## config.mk

```make
export PLATFORM = sky130hd
export DESIGN_NAME = periodic_task_release_scheduler_top
export DESIGN_NICKNAME = d
export VERILOG_FILES = /design/src/rtl/core/ptrs_pkg.sv /design/src/rtl/core/ptrs_ctrl.sv /design/src/rtl/core/ptrs_dp.sv /design/src/rtl/core/periodic_task_release_scheduler_top.sv
export SDC_FILE = /design/constraint.sdc
export NUM_CORES = 1
export LEC_CHECK = 0
export ABC_CLOCK_PERIOD_IN_PS = 3600
export CORE_MARGIN = 2
export CORE_UTILIZATION = 56
export DETAILED_ROUTE_END_ITERATION = 6
export DONT_BUFFER_PORTS = 1
export GPL_TIMING_DRIVEN = 1
export MAX_ROUTING_LAYER = met4
export PLACE_DENSITY_LB_ADDON = 0.12
export SLEW_MARGIN = 20
export SYNTH_ARGS = -nofsm -noshare
export SYNTH_HDL_FRONTEND = slang
export SYNTH_SLANG_ARGS = --single-unit
export TNS_END_PERCENT = 1
```

## constraint.sdc

```tcl
create_clock -name clk -period 3.6 [get_ports clk]
set_input_delay 0.36 -clock clk [delete_from_list [all_inputs] [get_ports clk]]
set_output_delay 0.36 -clock clk [all_outputs]
set_load 0.1 [all_outputs]
```

## src/rtl/core/ptrs_pkg.sv

```systemverilog
`timescale 1ns / 1ps
package ptrs_pkg;

	localparam int NumTasksDef = 8;
	localparam int MaxOut      = 8;
	localparam int CntW        = $clog2(MaxOut + 1);

	typedef enum logic [2:0] {
		REQ_TICK    = 3'd0,
		REQ_CREATE  = 3'd1,
		REQ_SUSPEND = 3'd2,
		REQ_RESUME  = 3'd3,
		REQ_DELETE  = 3'd4
	} req_t;

	typedef enum logic [1:0] {
		ST_IDLE,
		ST_SCAN,
		ST_FLUSH
	} state_t;

	typedef struct packed {
		logic tick_start;
		logic cmd_apply;
		logic step;
		logic flush;
	} ctrl_t;

	typedef struct packed {
		logic is_tick;
		logic out_free;
		logic need_push;
		logic last_slot;
	} stat_t;

endpackage

```

## src/rtl/core/ptrs_ctrl.sv

```systemverilog
`timescale 1ns / 1ps
module ptrs_ctrl (
	input  logic           clk,
	input  logic           arst_n,
	input  logic           s_tvalid,
	output logic           s_tready,
	input  ptrs_pkg::stat_t stat,
	output ptrs_pkg::ctrl_t ctrl
);
	import ptrs_pkg::*;

	state_t state_q;
	state_t state_d;
	logic   accept;

	assign s_tready = (state_q == ST_IDLE) && stat.out_free;
	assign accept   = s_tvalid && s_tready;

	always_comb begin
		state_d = state_q;
		unique case (state_q)
			ST_IDLE: begin
				if (accept && stat.is_tick) state_d = ST_SCAN;
			end
			ST_SCAN: begin
				if (ctrl.step && stat.last_slot) state_d = ST_FLUSH;
			end
			ST_FLUSH: begin
				if (stat.out_free) state_d = ST_IDLE;
			end
			default: state_d = ST_IDLE;
		endcase
	end

	always_comb begin
		ctrl.tick_start = accept && stat.is_tick;
		ctrl.cmd_apply  = accept && !stat.is_tick;
		ctrl.step       = (state_q == ST_SCAN) && !(stat.need_push && !stat.out_free);
		ctrl.flush      = (state_q == ST_FLUSH) && stat.out_free;
	end

	always_ff @(posedge clk or negedge arst_n) begin
		if (!arst_n) begin
			state_q <= ST_IDLE;
		end else begin
			state_q <= state_d;
		end
	end

endmodule

```

## src/rtl/core/ptrs_dp.sv

```systemverilog
`timescale 1ns / 1ps
module ptrs_dp #(
	parameter int NUM_TASKS = ptrs_pkg::NumTasksDef
) (
	input  logic           clk,
	input  logic           arst_n,
	input  logic [2:0]     req_type,
	input  logic [2:0]     task_id,
	input  logic [15:0]    period,
	input  logic [7:0]     first_delay,
	input  logic           m_tready,
	output logic           m_tvalid,
	output logic           released,
	output logic [2:0]     task_index,
	output logic           accepted,
	output logic           last,
	input  ptrs_pkg::ctrl_t ctrl,
	output ptrs_pkg::stat_t stat
);
	import ptrs_pkg::*;

	localparam int SW = (NUM_TASKS > 1) ? $clog2(NUM_TASKS) : 1;

	logic [NUM_TASKS-1:0] valid_q;
	logic [NUM_TASKS-1:0] ready_q;
	logic [15:0]          per_mem [NUM_TASKS];
	logic [15:0]          cd_mem  [NUM_TASKS];
	logic [15:0]          per_s1;
	logic [15:0]          cd_s1;

	logic [SW-1:0]        idx_q;
	logic [SW-1:0]        rd_addr;
	logic [SW-1:0]        id_slot;
	logic [CntW-1:0]      n_q;
	logic                 pend_q;
	logic [2:0]           pend_idx_q;

	logic                 out_valid_q;
	logic                 out_rel_q;
	logic [2:0]           out_idx_q;
	logic                 out_acc_q;
	logic                 out_last_q;

	logic                 in_range;
	logic                 cmd_acc;
	logic                 hit;
	logic                 rel;
	logic                 capture;
	logic                 push;
	logic                 push_rel;
	logic [2:0]           push_idx;
	logic                 push_acc;
	logic                 push_last;

	assign id_slot  = SW'(task_id);
	assign in_range = 32'(task_id) < NUM_TASKS;
	assign rd_addr  = ctrl.tick_start ? '0 : (ctrl.step ? SW'(idx_q + 1'b1) : idx_q);

	always_comb begin
		cmd_acc = 1'b0;
		if (in_range) begin
			unique case (req_type)
				REQ_CREATE:  cmd_acc = !valid_q[id_slot];
				REQ_SUSPEND,
				REQ_RESUME,
				REQ_DELETE:  cmd_acc = 1'b1;
				default:     cmd_acc = 1'b0;
			endcase
		end
	end

	assign hit     = valid_q[idx_q] && ready_q[idx_q];
	assign rel     = hit && (cd_s1 == 16'd0);
	assign capture = rel && (n_q < CntW'(MaxOut));

	assign stat.is_tick   = (req_type == REQ_TICK);
	assign stat.out_free  = !out_valid_q || m_tready;
	assign stat.need_push = capture && pend_q;
	assign stat.last_slot = (32'(idx_q) == NUM_TASKS - 1);

	always_comb begin
		push      = 1'b0;
		push_rel  = 1'b0;
		push_idx  = '0;
		push_acc  = 1'b0;
		push_last = 1'b0;
		priority if (ctrl.cmd_apply) begin
			push      = 1'b1;
			push_acc  = cmd_acc;
			push_last = 1'b1;
		end else if (ctrl.step && stat.need_push) begin
			push      = 1'b1;
			push_rel  = 1'b1;
			push_idx  = pend_idx_q;
		end else if (ctrl.flush) begin
			push      = 1'b1;
			push_rel  = pend_q;
			push_idx  = pend_q ? pend_idx_q : 3'd0;
			push_last = 1'b1;
		end
	end

	// slot flags
	always_ff @(posedge clk or negedge arst_n) begin
		if (!arst_n) begin
			valid_q <= '0;
			ready_q <= '0;
		end else if (ctrl.cmd_apply && in_range) begin
			unique case (req_type)
				REQ_CREATE: begin
					if (!valid_q[id_slot]) begin
						valid_q[id_slot] <= 1'b1;
						ready_q[id_slot] <= 1'b1;
					end
				end
				REQ_SUSPEND: ready_q[id_slot] <= 1'b0;
				REQ_RESUME:  ready_q[id_slot] <= 1'b1;
				REQ_DELETE:  valid_q[id_slot] <= 1'b0;
				default: ;
			endcase
		end
	end

	// period and countdown table
	always_ff @(posedge clk) begin
		if (ctrl.cmd_apply && in_range && (req_type == REQ_CREATE) && !valid_q[id_slot]) begin
			per_mem[id_slot] <= period;
			cd_mem[id_slot]  <= {8'd0, first_delay};
		end else if (ctrl.step && hit) begin
			cd_mem[idx_q] <= rel ? (per_s1 - 16'd1) : (cd_s1 - 16'd1);
		end
		per_s1 <= per_mem[rd_addr];
		cd_s1  <= cd_mem[rd_addr];
	end

	// scan position and held release
	always_ff @(posedge clk or negedge arst_n) begin
		if (!arst_n) begin
			idx_q      <= '0;
			n_q        <= '0;
			pend_q     <= 1'b0;
			pend_idx_q <= '0;
		end else if (ctrl.tick_start) begin
			idx_q  <= '0;
			n_q    <= '0;
			pend_q <= 1'b0;
		end else if (ctrl.step) begin
			idx_q <= SW'(idx_q + 1'b1);
			if (capture) begin
				n_q        <= CntW'(n_q + 1'b1);
				pend_q     <= 1'b1;
				pend_idx_q <= 3'(idx_q);
			end
		end
	end

	// output beat register
	always_ff @(posedge clk or negedge arst_n) begin
		if (!arst_n) begin
			out_valid_q <= 1'b0;
		end else if (push) begin
			out_valid_q <= 1'b1;
		end else if (m_tready) begin
			out_valid_q <= 1'b0;
		end
	end

	always_ff @(posedge clk) begin
		if (push) begin
			out_rel_q  <= push_rel;
			out_idx_q  <= push_idx;
			out_acc_q  <= push_acc;
			out_last_q <= push_last;
		end
	end

	assign m_tvalid   = out_valid_q;
	assign released   = out_rel_q;
	assign task_index = out_idx_q;
	assign accepted   = out_acc_q;
	assign last       = out_last_q;

endmodule

```

## src/rtl/core/periodic_task_release_scheduler_top.sv

```systemverilog
`timescale 1ns / 1ps
// Time-triggered task release scheduler with NUM_TASKS slots. A command beat (create,
// suspend, resume, delete) is applied and answered by one result beat. A tick beat walks
// the slot table one slot per cycle, except while a release beat waits for m_tready,
// through the registered read of the period and countdown table, and gives one beat per
// released slot (at most eight reported, tlast on the final one) or a single empty beat.
// Input tdata: req_type [2:0], task_id [5:3], period [21:6], first_delay [29:22].
// Output tdata: released [0], task_index [3:1], accepted [4]; tlast marks the final beat.
module periodic_task_release_scheduler_top #(
	parameter int NUM_TASKS = ptrs_pkg::NumTasksDef
) (
	input  logic        clk,
	input  logic        arst_n,
	input  logic        s_tvalid,
	output logic        s_tready,
	input  logic [31:0] s_tdata,  // req_type, task_id, period, first_delay
	output logic        m_tvalid,
	input  logic        m_tready,
	output logic [7:0]  m_tdata,  // released, task_index, accepted
	output logic        m_tlast
);
	import ptrs_pkg::*;

	ctrl_t      ctrl;
	stat_t      stat;
	logic       released;
	logic [2:0] task_index;
	logic       accepted;

	ptrs_ctrl u_ctrl (
		.clk      (clk),
		.arst_n   (arst_n),
		.s_tvalid (s_tvalid),
		.s_tready (s_tready),
		.stat     (stat),
		.ctrl     (ctrl)
	);

	ptrs_dp #(
		.NUM_TASKS (NUM_TASKS)
	) u_dp (
		.clk         (clk),
		.arst_n      (arst_n),
		.req_type    (s_tdata[2:0]),
		.task_id     (s_tdata[5:3]),
		.period      (s_tdata[21:6]),
		.first_delay (s_tdata[29:22]),
		.m_tready    (m_tready),
		.m_tvalid    (m_tvalid),
		.released    (released),
		.task_index  (task_index),
		.accepted    (accepted),
		.last        (m_tlast),
		.ctrl        (ctrl),
		.stat        (stat)
	);

	assign m_tdata = {3'b000, accepted, task_index, released};

endmodule

```

==> impl_results.md <==
* Most frequent cells in the layout: 262 x edfxtp_1, 120 x o21bai_1, 108 x or3_1
* Post-placement cell count at 1603
* DRC at 0
* Top cell type's share of synthesized area at 50.3%
* Largest family of logic cells by synthesized area: compound AO/OA/AOI/OAI gates
* Cell family with most CP delay: simple AND/OR/NAND/NOR gates
* Multiplexer share of the synthesized area at 7.01%
* Ys async rst share at 9.26%
* Vias per cell at 6.40
* CTS tree: done
* Die area at 0.0293 mm2
* Post-Route WL at 38.8 mm
* Tcrit/Tclk final at 95.3%
* Routability cong. at 0.884
* Antenna Nets Post-Route at 0
* XOR/XNOR Fraction of Synth Area at 0.617%
* Clk buf depth at 3
* Commonest non-fill, non-tap cell in the layout: edfxtp_1
* Worst setup slack after layout at 170 ps
* Status: finished clean
* Clk_skew at 17.4 ps
* Buf/Inv on CP at 0
* Adder-Cell Fraction of Synth Area at 0.320%
* Core ar. at 0.0276 mm2
* Average size of a mapped cell at 12.4 um2
* # setup viols final at 0
* Synth Area in Simple Gates at 11.9%
* #FFs+latches synth at 324
* Synthesis-to-layout area growth at 14.0%
* IO Count at 47
* Critical-path cell list: or4_1 > nor2_1 > nand3_1 > nor2_1 > a21oi_1 > ha_1 > nand4b_1 > nor2_1 > o31ai_1 > nor3_1 > xor2_1 > nor2_2
* Multi-input gate area at 0.00604 mm2
* RSZ-0062 raised after global routing: no
* Synth unique cells at 62
* Max Clk Rate at 292 MHz
* First-pass GRT wire length at 59.8 mm
* Post-synth EDFFs at 262
* Sequential fraction of the synthesis area at 59.3%
* Hold Crit Class: in2reg
* Actual slew at the worst max-slew pin at 1030 ps
* Post-CTS setup buffers at 0
* Width of the chip at 171 um
* Final net count at 1323
* Clock latency on the worst-skew pair at 520 ps
* Hold WS at 31.8 ps
* Max Cap Viol at 0
* Top_reg_cell synth: edfxtp_1
* Root buffer cell: clkbuf_16
* Drt pass-1 iters at 6
* Max stage delay on crit path at 580 ps
* Post-synthesis compound-gate area fraction at 17.7%
* Worst-path clk slew at 60 ps
* DR WL/cell at 23.0 um
* PD cells at 838 mW/mm2
* DR iter-0 viols at 909
* CP dominant cell by count: nor2_1
* CTS HTree Levels at 2
* Initial Util at 56.6%
* Layout cells sized above 1 at 14.7%
* CP max FO at 8
* Pins Over Slew Limit at 0
* CTS buffer count at 36
* Grt ovf at 0
* Max transition margin at 31.1%
* Mapped Area at 0.0156 mm2
* Syn Inst Count at 1261
* Crit end category: flip-flop
* Synth Warn # at 0
* IO Port Bufs at 0
* Filler cells at 2070
* Synth top area cells: edfxtp_1 50%, o21bai_1 5.8%, mux2i_1 5.2%, dfrtp_1 4.8%, or3_1 4.3%
* Max VDD drop at 0.000664 V
* Largest net degree at the start of global routing at 119
* WP data required at 3880 ps
* Tot GR Track Use at 27.7%
* Row count at 61
* Sequential Area at 0.00926 mm2
* Vias at 10800
* Initial antenna violation count at 1
* Number of global-route vias before repair at 10300
* WS Path Type: reg2reg
* Die height at 171 um
* Setup crit start kind: flip-flop
* Fin cells at 1689
* Worst path slowest cell: or4_1
* Min Tclk post-route at 3430 ps
* Crit path DAT at 3710 ps
* Post-synth top area cell: edfxtp_1
* Static Leak at 0.00663 uW
* Dpl hpwl at 22.3 mm
* CTS Sinks at 324
* Final hold vios at 0
* Post-Place Setup Slack at -0.527 ps
sequential cells by signal, summed over array words and instances (netlist names), 2 cells and up, named ones only:
signal / count
u_dp.per_mem: 128
u_dp.n_q: 4
u_dp.cd_mem: 128
u_dp.cd_s1: 16
u_dp.task_index: 3
u_dp.per_s1: 16
u_dp.idx_q: 3
u_dp.pend_idx_q: 3
u_ctrl.state_q: 2
report_power, final:
group	internal (uW)	switching, uW	total, uW
Combinational	2430	3810	6240
Clock	2340	1460	3800
Sequential	4490	399	4890
Total	9260	5670	14900
Yosys cell counts, drive strengths merged, types with 9 or more instances:
master and number:
nor3 12, nor2 60, dfxtp 32, mux2i 82, o21bai 120, a21oi 40, and2 56, buf 24
edfxtp 262, clkbuf 82, inv 13, a22o 17, nor4 17, o21ai 17, a31oi 53, a221o 51
dfrtp 30, mux2 16, xor2 9, or3 108, a2111oi 24, nand2 61
worst paths after layout:
kind,from,to,slack (ps),cells after the start
hold / removal,s_tdata[3],flip-flop,30,2
hold reg to reg,u_dp.pend_idx_q[1],u_dp.pend_idx_q[1],500,2
setup reg to reg,u_dp.cd_s1[9],u_dp.cd_mem[6][12],170,12
min in group asynchronous,arst_n,asynchronous set/reset pin,290,2
max in group asynchronous,arst_n,u_dp.idx_q[0],3130,2
setup / recovery,u_dp.cd_s1[9],u_dp.cd_mem[6][12],170,12
stage by stage:
| stage | util [%] | area, um2 | power, uW | setup TNS [ps] |
|---|---|---|---|---|
| 3_5_place_dp | 59.2 | 16400 | 11100 | -0.527 |
| 6_report | 64.5 | 17800 | 14900 | 0 |
| 3_3_place_gp | 59.2 | 16400 | 11000 | 0 |
| 2_1_floorplan | - | 15600 | 9200 | 0 |
| 5_1_grt | 64.5 | 17800 | 15700 | 0 |
| 4_1_cts | 64.4 | 17800 | 14900 | 0 |
layout make-up:
class | instances | area share (%)
sequential | 324 | 52.0
multi-input combinational | 821 | 33.9
clock buffer | 44 | 5.40
timing repair buffer | 87 | 4.29
tap | 378 | 2.65
clock inverter | 21 | 1.47
inverter | 13 | 0.281
antenna | 1 | 0.0140
routing by layer:
layer / GRT usage [%] / vias up / part of all wire (%)
met5: - / - / 0
met4: 6.52 / 0 / 1.8
met3: 4.14 / 65 / 7.0
met2: 44.7 / 394 / 48
met1: 37.3 / 5407 / 43
li1: - / 4951 / -
repair_timing:
| item | in CTS | in global routing |
|---|---|---|
| resized for setup | 0 | 5 |
| hold buffers | 19 | 0 |
| endpoints found under the setup margin | 1 | 46 |
| hold endpoints to repair | 160 | 0 |
| cloned | 1 | 0 |
cells by family after synthesis:
family	count (synthesis)
AND/OR/NAND/NOR	345
adder cells (fa/ha/maj)	4
AO/OA/AOI/OAI	355
multiplexers	102
flip-flops	324
other	1
buffers and inverters	119
XOR/XNOR	11
Power figures use the tool's default switching activity.
